[src/rtl/assert_macros.svh]
// Assertion macros used by the channel allocator top level.
`ifndef ASSERT_MACROS_SVH
`define ASSERT_MACROS_SVH

// Same-cycle implication, disabled while reset is asserted.
`define CIDA_ASSERT_NOW(lbl, ck, rn, ante, cons, msg) \
    lbl: assert property (@(posedge ck) disable iff (!rn) (ante) |-> (cons)) else $error(msg);

// Next-cycle implication, disabled while reset is asserted.
`define CIDA_ASSERT_NEXT(lbl, ck, rn, ante, cons, msg) \
    lbl: assert property (@(posedge ck) disable iff (!rn) (ante) |=> (cons)) else $error(msg);

`endif

[src/rtl/cida_pkg.sv]
// Types and constants shared by the channel allocator modules.
`timescale 1ns / 1ps

package cida_pkg;

    localparam int CMD_W    = 2;
    localparam int KEY_W    = 32;
    localparam int HANDLE_W = 8;
    localparam int STATUS_W = 2;

    typedef enum logic [CMD_W-1:0] {
        CMD_ALLOC  = 2'd0,
        CMD_FREE   = 2'd1,
        CMD_ATTACH = 2'd2,
        CMD_NONE   = 2'd3
    } cmd_t;

    typedef enum logic [STATUS_W-1:0] {
        ST_OK      = 2'd0,
        ST_NO_FREE = 2'd1,
        ST_RANGE   = 2'd2,
        ST_NO_CHAN = 2'd3
    } st_t;

    // Source of the result handle.
    typedef enum logic [1:0] {
        HSEL_ZERO,
        HSEL_ALLOC,
        HSEL_SEARCH
    } hsel_t;

    typedef enum logic [2:0] {
        S_IDLE,
        S_DISPATCH,
        S_ALLOC,
        S_SEARCH,
        S_FINISH
    } state_t;

    // Commands from controller to datapath.
    typedef struct packed {
        logic  in_ready;
        logic  stack_rd;
        logic  alloc_commit;
        logic  free_commit;
        logic  search_init;
        logic  search_step;
        logic  set_res;
        st_t   res_status;
        hsel_t res_hsel;
        logic  load_out;
    } ctl_t;

    // Status from datapath to controller.
    typedef struct packed {
        logic in_valid;
        cmd_t cmd;
        logic stack_empty;
        logic stack_full;
        logic hdl_range_err;
        logic hdl_valid;
        logic match;
        logic search_last;
        logic out_free;
    } stat_t;

endpackage

[src/rtl/cida_ifs.sv]
// Request and response channel interfaces of the channel allocator.
`timescale 1ns / 1ps

interface cida_req_if;
    logic                          valid;
    logic                          ready;
    logic [cida_pkg::CMD_W-1:0]    command;
    logic [cida_pkg::KEY_W-1:0]    key;
    logic [cida_pkg::HANDLE_W-1:0] handle;

    modport source (output valid, output command, output key, output handle, input ready);
    modport sink   (input valid, input command, input key, input handle, output ready);
endinterface

interface cida_rsp_if;
    logic                          valid;
    logic                          ready;
    logic [cida_pkg::STATUS_W-1:0] status;
    logic [cida_pkg::HANDLE_W-1:0] handle_out;

    modport source (output valid, output status, output handle_out, input ready);
    modport sink   (input valid, input status, input handle_out, output ready);
endinterface

[src/rtl/channel_id_allocator_with_key_lookup.sv]
// Top level of the channel number allocator with key lookup.
`timescale 1ns / 1ps
`include "assert_macros.svh"

// Hands out channel numbers from a pool of CHANNELS, each tagged with a key.
// Channel req carries command (allocate, free, attach), key and handle;
// channel rsp returns one item per request with status and handle_out.
// Both channels use valid/ready; an item moves on an edge with both high.
// Free numbers live on a LIFO stack; after reset channel 0 comes out first.
// Path, request accept edge to response valid:
//   free or unknown command: dispatch, then finish loads the output register
//   allocate: dispatch, one registered read of the free stack, then finish
//   attach: dispatch, then a scan of the key table, a RAM with one read
//   port, scanned one entry per cycle from channel 0 up, stopping at a match.
// One request is worked at a time; req.ready rises again the cycle after
// the result is placed in the output register, so a new request is taken
// while a response still waits there. A stalled rsp holds the response
// and parks the block with the next result until rsp.ready.
// Reset clears all valid bits and refills the stack at once (no sweep);
// req.ready is high the first cycle after reset is released.

module channel_id_allocator_with_key_lookup #(
    parameter int CHANNELS = 16
) (
    input logic        clk,
    input logic        rst_n,
    cida_req_if.sink   req,
    cida_rsp_if.source rsp
);
    import cida_pkg::*;

    ctl_t  ctl;
    stat_t stat;

    // Sequence each request
    cida_ctrl u_ctrl (
        .clk   (clk),
        .rst_n (rst_n),
        .stat  (stat),
        .ctl   (ctl)
    );

    // Hold the pool state and the response register
    cida_dp #(
        .CHANNELS (CHANNELS)
    ) u_dp (
        .clk   (clk),
        .rst_n (rst_n),
        .ctl   (ctl),
        .stat  (stat),
        .req   (req),
        .rsp   (rsp)
    );

    // A push must never overflow the stack or free a dead channel.
    `CIDA_ASSERT_NOW(a_free_legal, clk, rst_n, ctl.free_commit, !stat.stack_full && stat.hdl_valid && !stat.hdl_range_err, "free committed on illegal state")
    // A pop must never run on an empty stack.
    `CIDA_ASSERT_NOW(a_alloc_legal, clk, rst_n, ctl.alloc_commit, !stat.stack_empty, "allocate committed on empty stack")
    // Never overwrite a response that has not been taken.
    `CIDA_ASSERT_NOW(a_no_overwrite, clk, rst_n, ctl.load_out, stat.out_free, "response overwritten")
    // Only one request in flight: ready drops right after an accept.
    `CIDA_ASSERT_NEXT(a_one_item, clk, rst_n, req.valid && req.ready, !req.ready, "second request accepted")

endmodule

[src/rtl/cida_ctrl.sv]
// Controller state machine of the channel allocator.
`timescale 1ns / 1ps

module cida_ctrl (
    input  logic            clk,
    input  logic            rst_n,
    input  cida_pkg::stat_t stat,
    output cida_pkg::ctl_t  ctl
);
    import cida_pkg::*;

    state_t state_reg;
    state_t state_next;

    always_ff @(posedge clk or negedge rst_n)
    begin
        if (!rst_n)
        begin
            state_reg <= S_IDLE;
        end
        else
        begin
            state_reg <= state_next;
        end
    end

    always_comb
    begin
        ctl        = '0;
        state_next = state_reg;
        unique case (state_reg)
            S_IDLE:
            begin
                ctl.in_ready = 1'b1;
                if (stat.in_valid)
                begin
                    state_next = S_DISPATCH;
                end
            end
            S_DISPATCH:
            begin
                unique case (stat.cmd)
                    CMD_ALLOC:
                    begin
                        if (stat.stack_empty)
                        begin
                            ctl.set_res    = 1'b1;
                            ctl.res_status = ST_NO_FREE;
                            ctl.res_hsel   = HSEL_ZERO;
                            state_next     = S_FINISH;
                        end
                        else
                        begin
                            ctl.stack_rd = 1'b1;
                            state_next   = S_ALLOC;
                        end
                    end
                    CMD_FREE:
                    begin
                        ctl.set_res  = 1'b1;
                        ctl.res_hsel = HSEL_ZERO;
                        state_next   = S_FINISH;
                        if (stat.hdl_range_err)
                        begin
                            ctl.res_status = ST_RANGE;
                        end
                        else if (!stat.hdl_valid)
                        begin
                            ctl.res_status = ST_NO_CHAN;
                        end
                        else if (stat.stack_full)
                        begin
                            ctl.res_status = ST_NO_FREE;
                        end
                        else
                        begin
                            ctl.free_commit = 1'b1;
                            ctl.res_status  = ST_OK;
                        end
                    end
                    CMD_ATTACH:
                    begin
                        ctl.search_init = 1'b1;
                        state_next      = S_SEARCH;
                    end
                    default:
                    begin
                        ctl.set_res    = 1'b1;
                        ctl.res_status = ST_NO_CHAN;
                        ctl.res_hsel   = HSEL_ZERO;
                        state_next     = S_FINISH;
                    end
                endcase
            end
            S_ALLOC:
            begin
                ctl.alloc_commit = 1'b1;
                ctl.set_res      = 1'b1;
                ctl.res_status   = ST_OK;
                ctl.res_hsel     = HSEL_ALLOC;
                state_next       = S_FINISH;
            end
            S_SEARCH:
            begin
                if (stat.match)
                begin
                    ctl.set_res    = 1'b1;
                    ctl.res_status = ST_OK;
                    ctl.res_hsel   = HSEL_SEARCH;
                    state_next     = S_FINISH;
                end
                else if (stat.search_last)
                begin
                    ctl.set_res    = 1'b1;
                    ctl.res_status = ST_NO_CHAN;
                    ctl.res_hsel   = HSEL_ZERO;
                    state_next     = S_FINISH;
                end
                else
                begin
                    ctl.search_step = 1'b1;
                end
            end
            S_FINISH:
            begin
                if (stat.out_free)
                begin
                    ctl.load_out = 1'b1;
                    state_next   = S_IDLE;
                end
            end
            default:
            begin
                state_next = S_IDLE;
            end
        endcase
    end

endmodule

[src/rtl/cida_dp.sv]
// Datapath of the channel allocator: free stack, key table, valid bits, result.
`timescale 1ns / 1ps

module cida_dp #(
    parameter int CHANNELS = 16
) (
    input  logic            clk,
    input  logic            rst_n,
    input  cida_pkg::ctl_t  ctl,
    output cida_pkg::stat_t stat,
    cida_req_if.sink        req,
    cida_rsp_if.source      rsp
);
    import cida_pkg::*;

    localparam int AW = (CHANNELS > 1) ? $clog2(CHANNELS) : 1;
    localparam int CW = $clog2(CHANNELS + 1);
    localparam logic [CW-1:0]       COUNT_FULL   = CW'(CHANNELS);
    localparam logic [AW-1:0]       IDX_LAST     = AW'(CHANNELS - 1);
    localparam logic [HANDLE_W:0]   HANDLE_LIMIT = (HANDLE_W + 1)'(CHANNELS);
    localparam logic [HANDLE_W-1:0] TOP_NUMBER   = HANDLE_W'(CHANNELS - 1);

    // Captured item
    cmd_t                cmd_reg;
    logic [KEY_W-1:0]    key_reg;
    logic [HANDLE_W-1:0] handle_reg;

    // Pool state
    logic [CW-1:0]       count_reg;
    logic [CHANNELS-1:0] valid_reg;
    logic [CHANNELS-1:0] stk_wr_reg;
    logic [HANDLE_W-1:0] stack_mem [CHANNELS];
    logic [KEY_W-1:0]    key_mem   [CHANNELS];

    // Read data
    logic [HANDLE_W-1:0] stk_q_reg;
    logic                stk_wr_q_reg;
    logic [HANDLE_W-1:0] stk_def_q_reg;
    logic [KEY_W-1:0]    key_q_reg;
    logic [AW-1:0]       idx_reg;

    // Result and output
    st_t                 res_status_reg;
    logic [HANDLE_W-1:0] res_handle_reg;
    logic                out_valid_reg;
    st_t                 out_status_reg;
    logic [HANDLE_W-1:0] out_handle_reg;

    logic [CW-1:0]       count_m1;
    logic [AW-1:0]       pop_idx;
    logic [AW-1:0]       push_idx;
    logic [AW-1:0]       hdl_idx;
    logic [HANDLE_W-1:0] alloc_ch;
    logic [AW-1:0]       alloc_idx;
    logic [AW-1:0]       rd_next_idx;
    logic [AW-1:0]       key_rd_addr;
    logic                capture;

    assign capture     = ctl.in_ready && req.valid;
    assign count_m1    = count_reg - CW'(1);
    assign pop_idx     = count_m1[AW-1:0];
    assign push_idx    = count_reg[AW-1:0];
    assign hdl_idx     = handle_reg[AW-1:0];
    // An entry never pushed still holds its reset number.
    assign alloc_ch    = stk_wr_q_reg ? stk_q_reg : stk_def_q_reg;
    assign alloc_idx   = alloc_ch[AW-1:0];
    assign rd_next_idx = (idx_reg == IDX_LAST) ? idx_reg : idx_reg + AW'(1);
    assign key_rd_addr = ctl.search_init ? '0 : rd_next_idx;

    always_ff @(posedge clk)
    begin
        if (capture)
        begin
            cmd_reg    <= cmd_t'(req.command);
            key_reg    <= req.key;
            handle_reg <= req.handle;
        end
    end

    // Memories: the key of a freed channel is left in place; the scan may read
    // it, but its valid bit stays clear until the channel is allocated and written anew.
    always_ff @(posedge clk)
    begin
        if (ctl.free_commit)
        begin
            stack_mem[push_idx] <= handle_reg;
        end
        if (ctl.stack_rd)
        begin
            stk_q_reg     <= stack_mem[pop_idx];
            stk_wr_q_reg  <= stk_wr_reg[pop_idx];
            stk_def_q_reg <= TOP_NUMBER - HANDLE_W'(pop_idx);
        end
        if (ctl.alloc_commit)
        begin
            key_mem[alloc_idx] <= key_reg;
        end
        key_q_reg <= key_mem[key_rd_addr];
    end

    always_ff @(posedge clk or negedge rst_n)
    begin
        if (!rst_n)
        begin
            count_reg  <= COUNT_FULL;
            valid_reg  <= '0;
            stk_wr_reg <= '0;
        end
        else
        begin
            if (ctl.alloc_commit)
            begin
                count_reg            <= count_m1;
                valid_reg[alloc_idx] <= 1'b1;
            end
            else if (ctl.free_commit)
            begin
                count_reg            <= count_reg + CW'(1);
                valid_reg[hdl_idx]   <= 1'b0;
                stk_wr_reg[push_idx] <= 1'b1;
            end
        end
    end

    always_ff @(posedge clk)
    begin
        if (ctl.search_init)
        begin
            idx_reg <= '0;
        end
        else if (ctl.search_step)
        begin
            idx_reg <= idx_reg + AW'(1);
        end
        if (ctl.set_res)
        begin
            res_status_reg <= ctl.res_status;
            case (ctl.res_hsel)
                HSEL_ALLOC:  res_handle_reg <= alloc_ch;
                HSEL_SEARCH: res_handle_reg <= HANDLE_W'(idx_reg);
                default:     res_handle_reg <= '0;
            endcase
        end
        if (ctl.load_out)
        begin
            out_status_reg <= res_status_reg;
            out_handle_reg <= res_handle_reg;
        end
    end

    always_ff @(posedge clk or negedge rst_n)
    begin
        if (!rst_n)
        begin
            out_valid_reg <= 1'b0;
        end
        else if (ctl.load_out)
        begin
            out_valid_reg <= 1'b1;
        end
        else if (rsp.ready)
        begin
            out_valid_reg <= 1'b0;
        end
    end

    assign req.ready      = ctl.in_ready;
    assign rsp.valid      = out_valid_reg;
    assign rsp.status     = out_status_reg;
    assign rsp.handle_out = out_handle_reg;

    assign stat.in_valid      = req.valid;
    assign stat.cmd           = cmd_reg;
    assign stat.stack_empty   = (count_reg == '0);
    assign stat.stack_full    = (count_reg >= COUNT_FULL);
    assign stat.hdl_range_err = ({1'b0, handle_reg} >= HANDLE_LIMIT);
    assign stat.hdl_valid     = valid_reg[hdl_idx];
    assign stat.match         = valid_reg[idx_reg] && (key_q_reg == key_reg);
    assign stat.search_last   = (idx_reg == IDX_LAST);
    assign stat.out_free      = !out_valid_reg || rsp.ready;

endmodule
[src/flat_wrapper.sv]
// flat-port wrapper written by rule: the top's interface ports become plain ports
module channel_id_allocator_with_key_lookup_flat import cida_pkg::*;
#(
    parameter int CHANNELS = 16
)
  (clk, rst_n, req_valid, req_command, req_key, req_handle, req_ready, rsp_valid, rsp_status, rsp_handle_out, rsp_ready);
  cida_req_if req_i ();
  cida_rsp_if rsp_i ();
  input logic clk;
  input logic rst_n;
  input wire logic [$bits(req_i.valid)-1:0] req_valid;
  input wire logic [$bits(req_i.command)-1:0] req_command;
  input wire logic [$bits(req_i.key)-1:0] req_key;
  input wire logic [$bits(req_i.handle)-1:0] req_handle;
  output wire logic [$bits(req_i.ready)-1:0] req_ready;
  output wire logic [$bits(rsp_i.valid)-1:0] rsp_valid;
  output wire logic [$bits(rsp_i.status)-1:0] rsp_status;
  output wire logic [$bits(rsp_i.handle_out)-1:0] rsp_handle_out;
  input wire logic [$bits(rsp_i.ready)-1:0] rsp_ready;
  assign req_i.valid = req_valid;
  assign req_i.command = req_command;
  assign req_i.key = req_key;
  assign req_i.handle = req_handle;
  assign req_ready = req_i.ready;
  assign rsp_valid = rsp_i.valid;
  assign rsp_status = rsp_i.status;
  assign rsp_handle_out = rsp_i.handle_out;
  assign rsp_i.ready = rsp_ready;
  channel_id_allocator_with_key_lookup #(.CHANNELS(CHANNELS)) u_core (.clk(clk), .rst_n(rst_n), .req(req_i), .rsp(rsp_i));
endmodule
[config.mk]
export PLATFORM = sky130hd
export DESIGN_NAME = channel_id_allocator_with_key_lookup_flat
export DESIGN_NICKNAME = d
export VERILOG_FILES = /design/src/rtl/cida_pkg.sv /design/src/rtl/cida_ifs.sv /design/src/rtl/channel_id_allocator_with_key_lookup.sv /design/src/rtl/cida_ctrl.sv /design/src/rtl/cida_dp.sv /design/src/flat_wrapper.sv
export VERILOG_INCLUDE_DIRS = /design/src /design/src/rtl
export SDC_FILE = /design/constraint.sdc
export NUM_CORES = 1
export LEC_CHECK = 0
export BUFFER_PORTS_ARGS = -buffer_cell sky130_fd_sc_hd__buf_2
export CAP_MARGIN = 20
export CELL_PAD_IN_SITES_DETAIL_PLACEMENT = 1
export CELL_PAD_IN_SITES_GLOBAL_PLACEMENT = 2
export CORE_MARGIN = 4
export CORE_UTILIZATION = 45
export CTS_BUF_LIST = sky130_fd_sc_hd__clkbuf_16
export CTS_CLUSTER_DIAMETER = 200
export DETAILED_ROUTE_END_ITERATION = 12
export GPL_ROUTABILITY_DRIVEN = 0
export HOLD_SLACK_MARGIN = 0.1
export PLACE_DENSITY_LB_ADDON = 0.1
export SYNTH_ARGS = -nofsm -noshare
export SYNTH_HDL_FRONTEND = slang
export SYNTH_SLANG_ARGS = --single-unit
[constraint.sdc]
create_clock -name clk -period 5 [get_ports clk]
set_input_delay 0.75 -clock clk [delete_from_list [all_inputs] [get_ports clk]]
set_output_delay 0.75 -clock clk [all_outputs]
set_load 0.03 [all_outputs]
# [Yosys cells after proc, flatten, opt, wreduce, memory -nomap -nowiden]
# Memory sizes are Yosys's and may differ from the RTL's. A register that Yosys moved wholly into a read port is not among the register bits.
# Cells that the tools add are included.
[totals] n_memories=2 regBits=116 wordCells=120 inputBits=46 ram_bits=640 out_inout_bits=12
[op_classes] addsub=4 mux=57 order_cmp=10 n_bitwise=5 n_reduce_logical=14 n_eq_ne=13
[mem_list] memory="u_core.u_dp.key_mem" words=16 width=32 read_ports=1 rd_ports_with_merged_regs=1 write_ports=1 line="cida_dp.sv:33" rtl="logic [KEY_W-1:0] key_mem [CHANNELS];"
[mem_list] memory="u_core.u_dp.stack_mem" words=16 width=8 read_ports=1 rd_ports_with_merged_regs=1 write_ports=1 line="cida_dp.sv:32" rtl="logic [HANDLE_W-1:0] stack_mem [CHANNELS];"
[ops] cell="$eq 32x32->1" count=1
[ops] cell="$mux 16" count=2
[ops] cell="$or 16x16->16" count=2
[ops] cell="$pmux 5 s3" count=2
[ops] cell="$mux 1" count=28
[ops] cell="$lt 4x5->1 const B" count=5
[ops] cell="$mux 5" count=5
[ops] cell="$and 16x16->16" count=1
[ops] cell="$not 16->16" count=1
[ops] cell="$pmux 8 s2" count=1
[ops] cell="$mux 3" count=5
[ops] cell="$pmux 3 s5" count=1
[ops] cell="$bmux 1 s4" count=3
[ops] cell="$demux 1 s4" count=3
[ops] cell="$ge 4x1->1 const B" count=3
[ops] cell="$ge 8x5->1 const B" count=1
[ops] cell="$mux 4" count=2
[ops] cell="$mux 8" count=1
[ops] cell="$eq 3x2->1 const B" count=2
[ops] cell="$mux 2" count=3
[ops] cell="$pmux 3 s2" count=1
[ops] cell="$add 5x1->5 const B" count=1
[ops] cell="$ge 5x5->1 const B" count=1
[ops] cell="$logic_and 1x1->1" count=5
[ops] cell="other kinds (20)" count=23

# [Longest topological paths before layout]
# Gate-level depths: netlist of the first run.
[logic_depth] word_depth=8 mapped_depth=11

# [Modules after synthesis]
# A second synthesis of the first run with hierarchy kept.
[hier_totals] hier_cells=2007 area_unflattened_um2=30894.6
[modules_own_cells] mod="cida_dp" cells_each=1961 area_per_inst_um2=30510.5 instances=1
[modules_own_cells] mod="cida_ctrl" cells_each=46 area_per_inst_um2=384.1 instances=1

# [Worst setup path before layout of the first run]
# No wires, ideal clock.
[synth_path] path_type="register -> register" start="reg u_core.u_dp.stk_wr_q_reg" end="mem u_core.u_dp.key_mem[12][0] (enable)" t_required_ps=4536 stages_incl_launch_ff=4 setup_slack_ps=1139 n_path_buf=1 arrival_time_ps=3398 cell_sequence="edfxtp_1 > buf_1 > mux2_2 > nor3_1"
[synth_between] elab_chain_cells=1
[synth_lines] element="from (decl)" line="cida_dp.sv:37" rtl="logic stk_wr_q_reg;"
[synth_lines] element="from (signal assigned)" line="cida_dp.sv:91" rtl="stk_wr_q_reg <= stk_wr_reg[pop_idx];"
[synth_lines] element="$mux 8" line="cida_dp.sv:65" rtl="assign alloc_ch = stk_wr_q_reg ? stk_q_reg : stk_def_q_reg;"
[synth_lines] element="to (decl)" line="cida_dp.sv:33"
# Every way passes these cells.

==> metrics.yaml, run 1 <==
outcome: "finished, final reports clean"
synth_compound_area_share_pct: 8.56
start_util_pct: 45.8
holdBufCountCts: 0
max_slew_margin_pct: 29.0
core-area_sq_mm: 0.0663
first_global_vias: 17897
synth_seq_cells: 792
grt.met2_usage_pct: 37.8
synth_edf_count: 715
synth_top_family_by_area: "compound AO/OA/AOI/OAI gates"
synth_cell_type_count: 59
max_freq_mhz: 252
hp-class: "input pin to async pin"
path_clk_slew_ns: 0.06
ant_nets: 0
regMostFlops: "u_core.u_dp.key_mem"
synthMuxAreaShare_pct: 6.70
gr-total-overflow: 0
grt_usage_pct: 22.8
timing.final.crit_share_pct: 79.3
fin_skew_ns: 0.0239
finalCoreUtilization_pct: 52.1
final_area_sq_mm: 0.0345
critPathCaptureType: "flop"
grt_max_degree: 78
critPathArrivalTime_ns: 4.29
nNetsFinal: 1960
dieHeight_um: 268
cts_root_buffer: "clkbuf_16"
rows: 94
routed_wl_um: 81000
drive_above_1_share_pct: 16.4
use_met3_pct: 3.45
drv_slew: 0
max_cap_viol_count: 0
hold_viol_final: 0
crit_fanout: 17
drt_iter0_markers: 1406
ys_async_sr_fraction_pct: 5.18
tns_ns: 0
vdd_drop_max_v: 0.000376
yosysSeqAreaShare_pct: 76.4
place_area_sq_mm: 0.0319
rrSetupSlack_ns: 1.04
vias: 16715
wl_per_cell_um: 28.6
clock_latency_ns: 0.62
drc_errors: 0
finalCriticalPeriod_ns: 3.96
synthSimpleGateAreaFrac_pct: 5.10
port_buffers: 57
finalSetupViolCount: 0
cts_resized: 0
syn-num-nets: 1862
largest_reg_flops: 512
die_w_um: 268
required_ns: 5.33
cts_tree: "done"
viasPerCell: 5.90
use_met1_pct: 31.9
cts_buffers: 84
worst_pin_slew_ns: 1.06
areaGrowthSynthToFinish_pct: 13.7
grt_most_used_layer: "met2"
die_area_sq_mm: 0.0717
grt_pass1_wl_um: 120000
syn-instance-count: 1808
critPathLaunchType: "flop"
top_level_ports: 58
worstSetupPathType: "flop to flop"
synth_xor_area_share_pct: 1.15
firstDrtPassIters: 5
p_leak_nw: 11.6
cts_max_level: 3
synth_top_flop_cell: "edfxtp_1"
max-clock-path-buffers: 3
synthAdderAreaFrac_pct: 0.330
reg_top3: "u_core.u_dp.key_mem x512, u_core.u_dp.stack_mem x128"
antenna_found_initial: 0
yosys_warnings: 0
hpwlAfterDp_um: 45500
rsz0062_at_grt: "no"
clock_sinks: 792
netlist_area_sq_mm: 0.0304
n_antenna_cell: 0
post_cts_buffers: 0
syn_avg_cell_area_sq_um: 16.8
powerDensity_mw_per_mm2: 578
-- synthesized netlist by cell type (all sizes together) (2+ instances only) --
master / instances / share of area (%)
edfxtp: 715 / 71
nand2: 163 / 2.0
a21oi: 131 / 2.2
a221o: 77 / 2.5
mux2i: 75 / 2.5
o22ai: 67 / 1.4
nor2: 64 / 0.80
clkbuf: 56 / 0.69
mux4: 53 / 3.9
buf: 47 / 0.94
o21ai: 46 / 0.76
dfrtp: 40 / 3.3
dfxtp: 36 / 2.4
xor2: 33 / 0.95
a22oi: 23 / 0.57
or2: 20 / 0.41
o211ai: 19 / 0.47
nand3: 13 / 0.21
nor3: 11 / 0.18
nor4: 11 / 0.23
and2: 10 / 0.21
a221oi: 9 / 0.26
and4: 9 / 0.26
ha: 8 / 0.33
inv: 8 / 0.099
mux2: 8 / 0.30
nand2b: 8 / 0.16
and3: 6 / 0.12
nor2b: 6 / 0.12
xnor2: 6 / 0.20
a31oi: 4 / 0.082
nand3b: 3 / 0.074
nor3b: 3 / 0.074
nand4: 2 / 0.041
o211a: 2 / 0.066
-- placed cells by master (no fill, tap or decap), types with 29 or more instances in the layout --
master and instances:
dfxtp_1 36, a21oi_1 131, o22ai_1 67, inv_1 29, nor2_1 51, dfrtp_1 39, xor2_1 33, clkbuf_16 85
a221o_1 77, mux2i_1 75, edfxtp_1 715, buf_4 54, mux4_2 53, nand2_1 158, buf_2 57, o21ai_0 44
-- cell families (layout without fill, tap and decap cells) --
family | after synthesis | count (layout)
DFF | 792 | 792
xor gates and xnor gates | 39 | 39
buffers and inverters | 111 | 274
and+or+nand+nor | 334 | 334
adders and majority gates | 8 | 8
AOI/OAI and AO/OA | 388 | 388
muxes | 136 | 136
-- path summary, 6_finish.rpt --
kind,startpoint,end,cells past startpoint
max reg2reg,u_core.u_dp.key_reg[30],u_core.u_dp.res_handle_reg[1],7
max in group asynchronous,rst_n,u_core.u_dp.count_reg[4],2
min reg2reg,u_core.u_dp.res_status_reg[1],u_core.u_dp.rsp.status[1],0
min,rst_n,u_core.u_dp.stk_wr_reg[8],1
max,u_core.u_dp.key_reg[30],u_core.u_dp.res_handle_reg[1],7
min in group clk,req_handle[7],u_core.u_dp.handle_reg[7],1
-- through the flow --
| stage | power, mW | cells | setup WS [ns] | hold WS [ns] |
|---|---|---|---|---|
| 3_3_place_gp | 14.0 | 2682 | 1.29 | 0.416 |
| 6_report | 20.0 | 2835 | 1.04 | 0.131 |
| 3_5_place_dp | 14.1 | 2682 | 1.17 | 0.407 |
| 5_1_grt | 21.0 | 2835 | 0.915 | 0.139 |
| 4_1_cts | 20.2 | 2833 | 1.09 | 0.263 |
| 2_1_floorplan | 12.2 | 1808 | 1.14 | 0.400 |
-- worst max-delay path, cell delays in order, from the launching register on --
cell and delay (ns):
edfxtp_1 0.68, xor2_1 0.30, nor4_1 0.81, nand4_1 0.42, nand4bb_1 0.49, and3_1 0.31
o21ai_0 0.41, buf_4 0.26
-- cell type report --
class / count / area (sq um)
clock buffer: 85 / 2130
clock inverter: 66 / 519
fill: 6169 / 31800
inverter: 8 / 30.0
multi-input combinational: 905 / 6790
sequential: 792 / 23200
tap: 864 / 1080
timing repair buffer: 115 / 762
-- where the power goes --
part / internal [mW] / total (mW) / switching [mW]
registers: 8.07 / 8.71 / 0.632
logic: 1.91 / 5.24 / 3.33
clock network: 3.53 / 6.02 / 2.48
total: 13.5 / 20.0 / 6.44
-- metal layers --
layer  routed length [um]  vias to the layer above
met2                39500                      412
met4                 2120                        0
met1                35500                     8824
li1                     -                     7363
met3                 3850                      116
met5                    0                        -
No activity file was read; power rests on OpenSTA's default activity.
==> run 2, diff against run 1 <==
==> constraint.sdc (replaced) <==
create_clock -name clk -period 4 [get_ports clk]
set_input_delay 0.6 -clock clk [delete_from_list [all_inputs] [get_ports clk]]
set_output_delay 0.6 -clock clk [all_outputs]
set_load 0.03 [all_outputs]
==> run 2 against run 1 <==
  * Combinational power is 33% higher
  * Hold slack better by 0.012 ns
  * First-iteration DRC count hardly changed
  * Register-to-register slack worse by 0.39 ns
  * Non-clock buffer count is 19 higher
  * Final area is 1.0% higher
  * Critical endpoint is now u_core.u_dp.stack_mem[8][0]
  * Largest cell class unchanged
  * Largest power group unchanged
==> metrics.yaml, run 2 (synthesis gave the netlist of run 1 again) <==
outcome: "finished, final reports clean"
clock_latency_ns: 0.64  # +0.02 ns
rrSetupSlack_ns: 0.64  # -0.39 ns
reg_top3: "u_core.u_dp.key_mem x512, u_core.u_dp.stack_mem x128"
grt_pass1_wl_um: 121000  # +0.40%
final_area_sq_mm: 0.0349  # +1.0%
ant_nets: 0  # unchanged
wl_per_cell_um: 28.6  # about the same
required_ns: 4.25  # -1.08 ns
cts_resized: 0  # unchanged
place_ws_ns: 0.650  # -0.518 ns
holdPathEnd: "u_core.u_dp.key_reg[9]"
drc_errors: 0  # unchanged
hold_viol_final: 0  # unchanged
routed_wl_um: 81800  # +1.0%
critPathArrivalTime_ns: 3.61  # -0.68 ns
cts_max_level: 3  # unchanged
grt_usage_pct: 22.9  # +0.11 points
port_buffers: 57  # unchanged
cts_buffers: 85  # +1.2%
crit_fanout: 17  # unchanged
powerDensity_mw_per_mm2: 719  # +24%
worst_pin_slew_ns: 0.971  # -0.0900 ns
worstReg2RegEnd: "u_core.u_dp.stack_mem[8][0]"
layout_common_cells: "edfxtp_1 (715), nand2_1 (158), a21oi_1 (131)"
vdd_drop_max_v: 0.000487  # +29%
fin_ws_ns: 0.645  # -0.390 ns
die_w_um: 268  # unchanged
hold_slack_ns: 0.144  # +0.0125 ns
core-area_sq_mm: 0.0663  # unchanged
fin_skew_ns: 0.0258  # +0.00184 ns
top_level_ports: 58  # unchanged
tns_ns: 0  # unchanged
final_common_cell: "edfxtp_1"
start_util_pct: 45.8  # unchanged
first_global_vias: 18075  # +0.99%
rsz0062_at_grt: "no"
grt_max_degree: 88  # +13%
path_clk_slew_ns: 0.06  # about the same
critPathLaunchType: "flop"
n_antenna_cell: 0  # unchanged
antenna_found_initial: 2  # +2
p_total_mw: 25.1  # +26%
max_freq_mhz: 298  # +18%
hpwlAfterDp_um: 44500  # -2.2%
place_area_sq_mm: 0.0321  # +0.83%
timing.final.crit_share_pct: 83.9  # +4.6 points
cts_root_buffer: "clkbuf_16"
worstSetupPathType: "flop to flop"
drt_iter0_markers: 1407  # +0.071%
finalSetupViolCount: 0  # unchanged
max_cap_viol_count: 0  # unchanged
vias: 16888  # +1.0%
die_area_sq_mm: 0.0717  # unchanged
hp-class: "input pin to flop"
regMostFlops: "u_core.u_dp.key_mem"
rows: 94  # unchanged
reg2regPathDepth: 5  # -2
clock_sinks: 792  # unchanged
gr-total-overflow: 0  # unchanged
cts_tree: "done"
hp-start: "req_key[9]"
finalCoreUtilization_pct: 52.6  # +0.53 points
dieHeight_um: 268  # unchanged
largest_reg_flops: 512  # unchanged
critPathCaptureType: "flop"
placed_cells: 2693  # +0.41%
nNetsFinal: 1980  # +1.0%
finalCriticalPeriod_ns: 3.36  # -0.610 ns
max-clock-path-buffers: 3  # unchanged
max_slew_margin_pct: 35.3  # +6.3 points
drv_slew: 0  # unchanged
drive_above_1_share_pct: 17.0  # +0.58 points
viasPerCell: 5.90  # about the same
p_leak_nw: 11.8  # +1.2%
r2r-start: "u_core.u_dp.handle_reg[6]"
fin_cells: 2862  # +0.95%
areaGrowthSynthToFinish_pct: 14.8
firstDrtPassIters: 5  # unchanged
whs_path_depth: 1
run 2: cell count changes in the layout (fill, tap and decap cells not counted):
cell,change
bufinv_16,-5
xnor2_1,+1
buf_12,+14
dlygate4sd3_1,+9
clkinv_1,+1
clkinv_2,+6
xnor2_2,-1
clkinv_16,+1
clkbuf_16,+2
buf_4,-4
clkinv_4,-1
clkinv_8,+4
run 2: metal layers:
| metal | GRT usage (%) | wire, um | vias to the layer above | part of all wire [%] |
|---|---|---|---|---|
| met3 | 3.55 | 3350 | 141 | 4.1 |
| li1 | - | - | 7400 | - |
| met5 | 0 | 27 | - | 0.033 |
| met2 | 39.1 | 41200 | 402 | 50 |
| met4 | 6.80 | 2300 | 4 | 2.8 |
| met1 | 30.9 | 35000 | 8941 | 43 |
run 2: what timing repair did:
action / 4_1_cts / 5_1_grt
endpoints found under the hold margin: 25 / 0
hold buffers: 9 / 0
setup buffers: 0 / 0
run 2: worst max-delay path, stage by stage (launching register included):
cell      delay (ns)
edfxtp_1        0.65
or4_1           0.66
nor4_1          0.33
and2_1          0.41
nand2_2         0.19
nor2_1          0.72
run 2: worst max path at each step:
| stage | start | end | slack [ns] | cells past startpoint |
|---|---|---|---|---|
| floorplan | u_core.u_dp.stk_wr_q_reg | u_core.u_dp.key_mem[12][0] | 0.14 | 3 |
| global placement | u_core.u_dp.key_reg[30] | u_core.u_dp.res_handle_reg[4] | 0.69 | 7 |
| detailed placement | u_core.u_dp.handle_reg[6] | u_core.u_dp.stack_mem[11][1] | 0.65 | 5 |
| CTS | u_core.u_dp.handle_reg[6] | u_core.u_dp.stack_mem[11][0] | 0.60 | 5 |
| global route | u_core.u_dp.handle_reg[6] | u_core.u_dp.stack_mem[11][0] | 0.39 | 5 |
| finish | u_core.u_dp.handle_reg[6] | u_core.u_dp.stack_mem[8][0] | 0.64 | 5 |
run 2: area by class of cell:
cell class                 count  area, sq um
tap                          864         1080
fill                        6165        31400
multi-input combinational    905         6790
inverter                       8         30.0
clock inverter                72          489
clock buffer                  87         2180
sequential                   792        23200
timing repair buffer         134         1100
run 2: report_power, final:
| group | switching [mW] | internal (mW) |
|---|---|---|
| clock | 3.23 | 4.22 |
| sequential | 0.588 | 10.1 |
| combinational | 4.46 | 2.51 |
| total | 8.27 | 16.8 |
==> run 3, diff against run 2 <==
--- a/config.mk
+++ b/config.mk
@@ -11,7 +11,7 @@
 export CELL_PAD_IN_SITES_DETAIL_PLACEMENT = 1
 export CELL_PAD_IN_SITES_GLOBAL_PLACEMENT = 2
 export CORE_MARGIN = 4
-export CORE_UTILIZATION = 45
+export CORE_UTILIZATION = 43
 export CTS_BUF_LIST = sky130_fd_sc_hd__clkbuf_16
 export CTS_CLUSTER_DIAMETER = 200
 export DETAILED_ROUTE_END_ITERATION = 12
==> constraint.sdc (replaced) <==
create_clock -name clk -period 2.8 [get_ports clk]
set_input_delay 0.42 -clock clk [delete_from_list [all_inputs] [get_ports clk]]
set_output_delay 0.42 -clock clk [all_outputs]
set_load 0.03 [all_outputs]
==> run 3 against run 2 <==
  * Global-route usage up 0.070 points
  * Clock-buffer cell count shrank 1
  * First-iteration DRC count is 8.0% higher
  * Die area up 4.5%
  * Maximum frequency increased by 26%
  * Flip-flop and latch count stayed put
  * Critical path depth grew 3
  * Via count grew 1.9%
  * Sequential share of layout area down 2.9 points
  * Critical endpoint is now u_core.u_dp.stk_wr_reg[13]
==> metrics.yaml, run 3 (synthesis gave the netlist of run 1 again) <==
ant_nets: 0  # unchanged
hpwlAfterDp_um: 51500  # +16%
max_freq_mhz: 374  # +26%
worst_pin_slew_ns: 1.13  # +0.161 ns
core-area_sq_mm: 0.0700  # +5.6%
crit_path_max_incr_delay_ns: 0.54  # -0.18 ns
drt_iter0_markers: 1520  # +8.0%
grt_max_degree: 69  # -22%
timing.final.crit_share_pct: 95.5  # +12 points
routed_wl_um: 85900  # +5.0%
gr-total-overflow: 0  # unchanged
path_clk_slew_ns: 0.06  # about the same
place_area_sq_mm: 0.0332  # +3.3%
holdPathEnd: "u_core.u_ctrl.state_reg[2]"
cts_root_buffer: "clkbuf_16"
post_cts_buffers: 0  # unchanged
n_antenna_cell: 0  # unchanged
regMostFlops: "u_core.u_dp.key_mem"
powerDensity_mw_per_mm2: 1020  # +42%
outcome: "finished, final reports clean"
whs_path_depth: 4  # +3
viasPerCell: 5.63  # -4.5%
drv_slew: 0  # unchanged
finalSetupViolCount: 0  # unchanged
dieHeight_um: 274  # +2.2%
rows: 97  # +3.2%
cp_num_buf_inv: 2  # +2
start_util_pct: 43.4  # -2.4 points
grt_usage_pct: 23.0  # +0.070 points
cts_max_level: 3  # unchanged
reg_top3: "u_core.u_dp.key_mem x512, u_core.u_dp.stack_mem x128"
fin_cells: 3055  # +6.7%
rsz0062_at_grt: "no"
cpMaxStageDelayCell: "mux4_2"
die_area_sq_mm: 0.0750  # +4.5%
reg2regPathDepth: 8  # +3
rrSetupSlack_ns: 0.13  # -0.52 ns
fin_skew_ns: 0.0295  # +0.00370 ns
highest_layer: "met4"
crit_top_cell: "mux4_2"
wl_per_cell_um: 28.1  # -1.6%
cp_top_family: "multiplexers"
vdd_drop_max_v: 0.000650  # +33%
fillerInstances: 6571  # +6.6%
areaGrowthSynthToFinish_pct: 20.0
critPathLaunchType: "flop"
r2r-start: "u_core.u_dp.handle_reg[0]"
worstReg2RegEnd: "u_core.u_dp.stk_wr_reg[13]"
placed_cells: 2853  # +5.9%
critPathCaptureType: "flop"
max_slew_margin_pct: 24.3  # -11 points
vias: 17207  # +1.9%
critPathArrivalTime_ns: 3.18  # -0.43 ns
largest_reg_flops: 512  # unchanged
wirelength_met1_um: 37600  # +7.6%
layout_common_cells: "edfxtp_1 (715), nand2_1 (158), a21oi_1 (131)"
max-clock-path-buffers: 3  # unchanged
path_cells: "buf_12 -> mux4_2 -> mux4_2 -> and2_1 -> nand2_2 -> nor2_1 -> buf_4 -> or2_1"
hold_slack_ns: 0.229  # +0.0852 ns
antenna_found_initial: 1  # -1
wl_met2_um: 42400  # +3.0%
place_ws_ns: 0.0819  # -0.568 ns
grt_pass1_wl_um: 125000  # +4.0%
firstDrtPassIters: 5  # unchanged
hp-class: "input pin to flop"
cts_buffers: 84  # -1.2%
required_ns: 3.30  # -0.95 ns
final_common_cell: "edfxtp_1"
drive_above_1_share_pct: 20.5  # +3.5 points
top_level_ports: 58  # unchanged
die_w_um: 274  # +2.2%
cts_tree: "done"
max_cap_viol_count: 0  # unchanged
hold_viol_final: 0  # unchanged
p_total_mw: 37.4  # +49%
p_leak_nw: 12.5  # +6.2%
nNetsFinal: 2098  # +6.0%
clock_latency_ns: 0.63  # about the same
wl_met3_um: 3620  # +8.1%
port_buffers: 57  # unchanged
first_global_vias: 18308  # +1.3%
finalCriticalPeriod_ns: 2.67  # -0.682 ns
drc_errors: 0  # unchanged
crit_fanout: 19  # +2
worstSetupPathType: "flop to flop"
fin_ws_ns: 0.127  # -0.518 ns
clock_sinks: 792  # unchanged
final_area_sq_mm: 0.0365  # +4.5%
hp-start: "req_valid"
==> run 3: cell types whose count changed in the layout (fill, tap and decap cells not counted), sizes merged <==
| cell | before | now |
|---|---|---|
| clkbuf | 87 | 86 |
| bufinv | 4 | 11 |
| clkinv | 44 | 32 |
| dlygate4sd3 | 9 | 44 |
| clkinvlp | 1 | 3 |
| inv | 31 | 33 |
| buf | 125 | 209 |
==> run 3: tightest hold or removal path, stage by stage <==
cell,delay [ns]
buf_2,0.10
mux2i_1,0.06
nand2_1,0.10
o211a_1,0.14
==> run 3: where the power goes <==
part	internal (mW)	total, mW	switching (mW)
sequential	14.4	15.0	0.601
clock	6.61	11.2	4.60
combinational	4.18	11.1	6.97
total	25.2	37.4	12.2
==> run 3: area by class of cell <==
| class | count | area (sq um) | share of cell area [%] |
|---|---|---|---|
| Sequential cell | 792 | 23200 | 63.7 |
| Multi-Input combinational cell | 905 | 6830 | 18.7 |
| Timing Repair Buffer | 253 | 2410 | 6.61 |
| Clock buffer | 86 | 2150 | 5.90 |
| Tap cell | 940 | 1180 | 3.23 |
| Clock inverter | 71 | 638 | 1.75 |
| Inverter | 8 | 30.0 | 0.0824 |
==> run 3: worst max path at each step <==
stage / slack (ns) / from / cells after the start / endpoint
6_report: 0.13 / u_core.u_dp.handle_reg[0] / 8 / u_core.u_dp.stk_wr_reg[13]
5_1_grt: 0.01 / u_core.u_dp.key_reg[30] / 11 / u_core.u_dp.res_handle_reg[4]
4_1_cts: 0.07 / u_core.u_dp.idx_reg[0] / 7 / u_core.u_dp.key_q_reg[18]
3_5_place_dp: 0.08 / u_core.u_dp.key_reg[4] / 11 / u_core.u_dp.res_handle_reg[4]
3_3_place_gp: 0.009 / u_core.u_dp.key_reg[4] / 8 / u_core.u_dp.res_handle_reg[5]
2_1_floorplan: -0.97 / u_core.u_dp.stk_wr_q_reg / 5 / u_core.u_dp.key_mem[14][0]
==> run 3: metrics by stage <==
step,setup TNS (ns),util (%)
after floorplan,-67.31,-
after global placement,0,47.4
after detailed placement,0,47.4
after CTS,0,52.0
after global routing,0,52.1
final,0,52.1
==> run 3: repair_timing <==
action | CTS | global route
pin swaps | 0 | 0
resized for setup | 1 | 4
setup endpoints to repair | 12 | 31
hold buffers | 44 | 0
hold endpoints to repair | 59 | 0
==> run 3: layer usage <==
metal  up-vias  global-route usage [%]
met5         -                       0
met3       109                    3.35
met2       398                    38.2
met4         0                    7.01
li1       7644                       -
met1      9056                    31.8
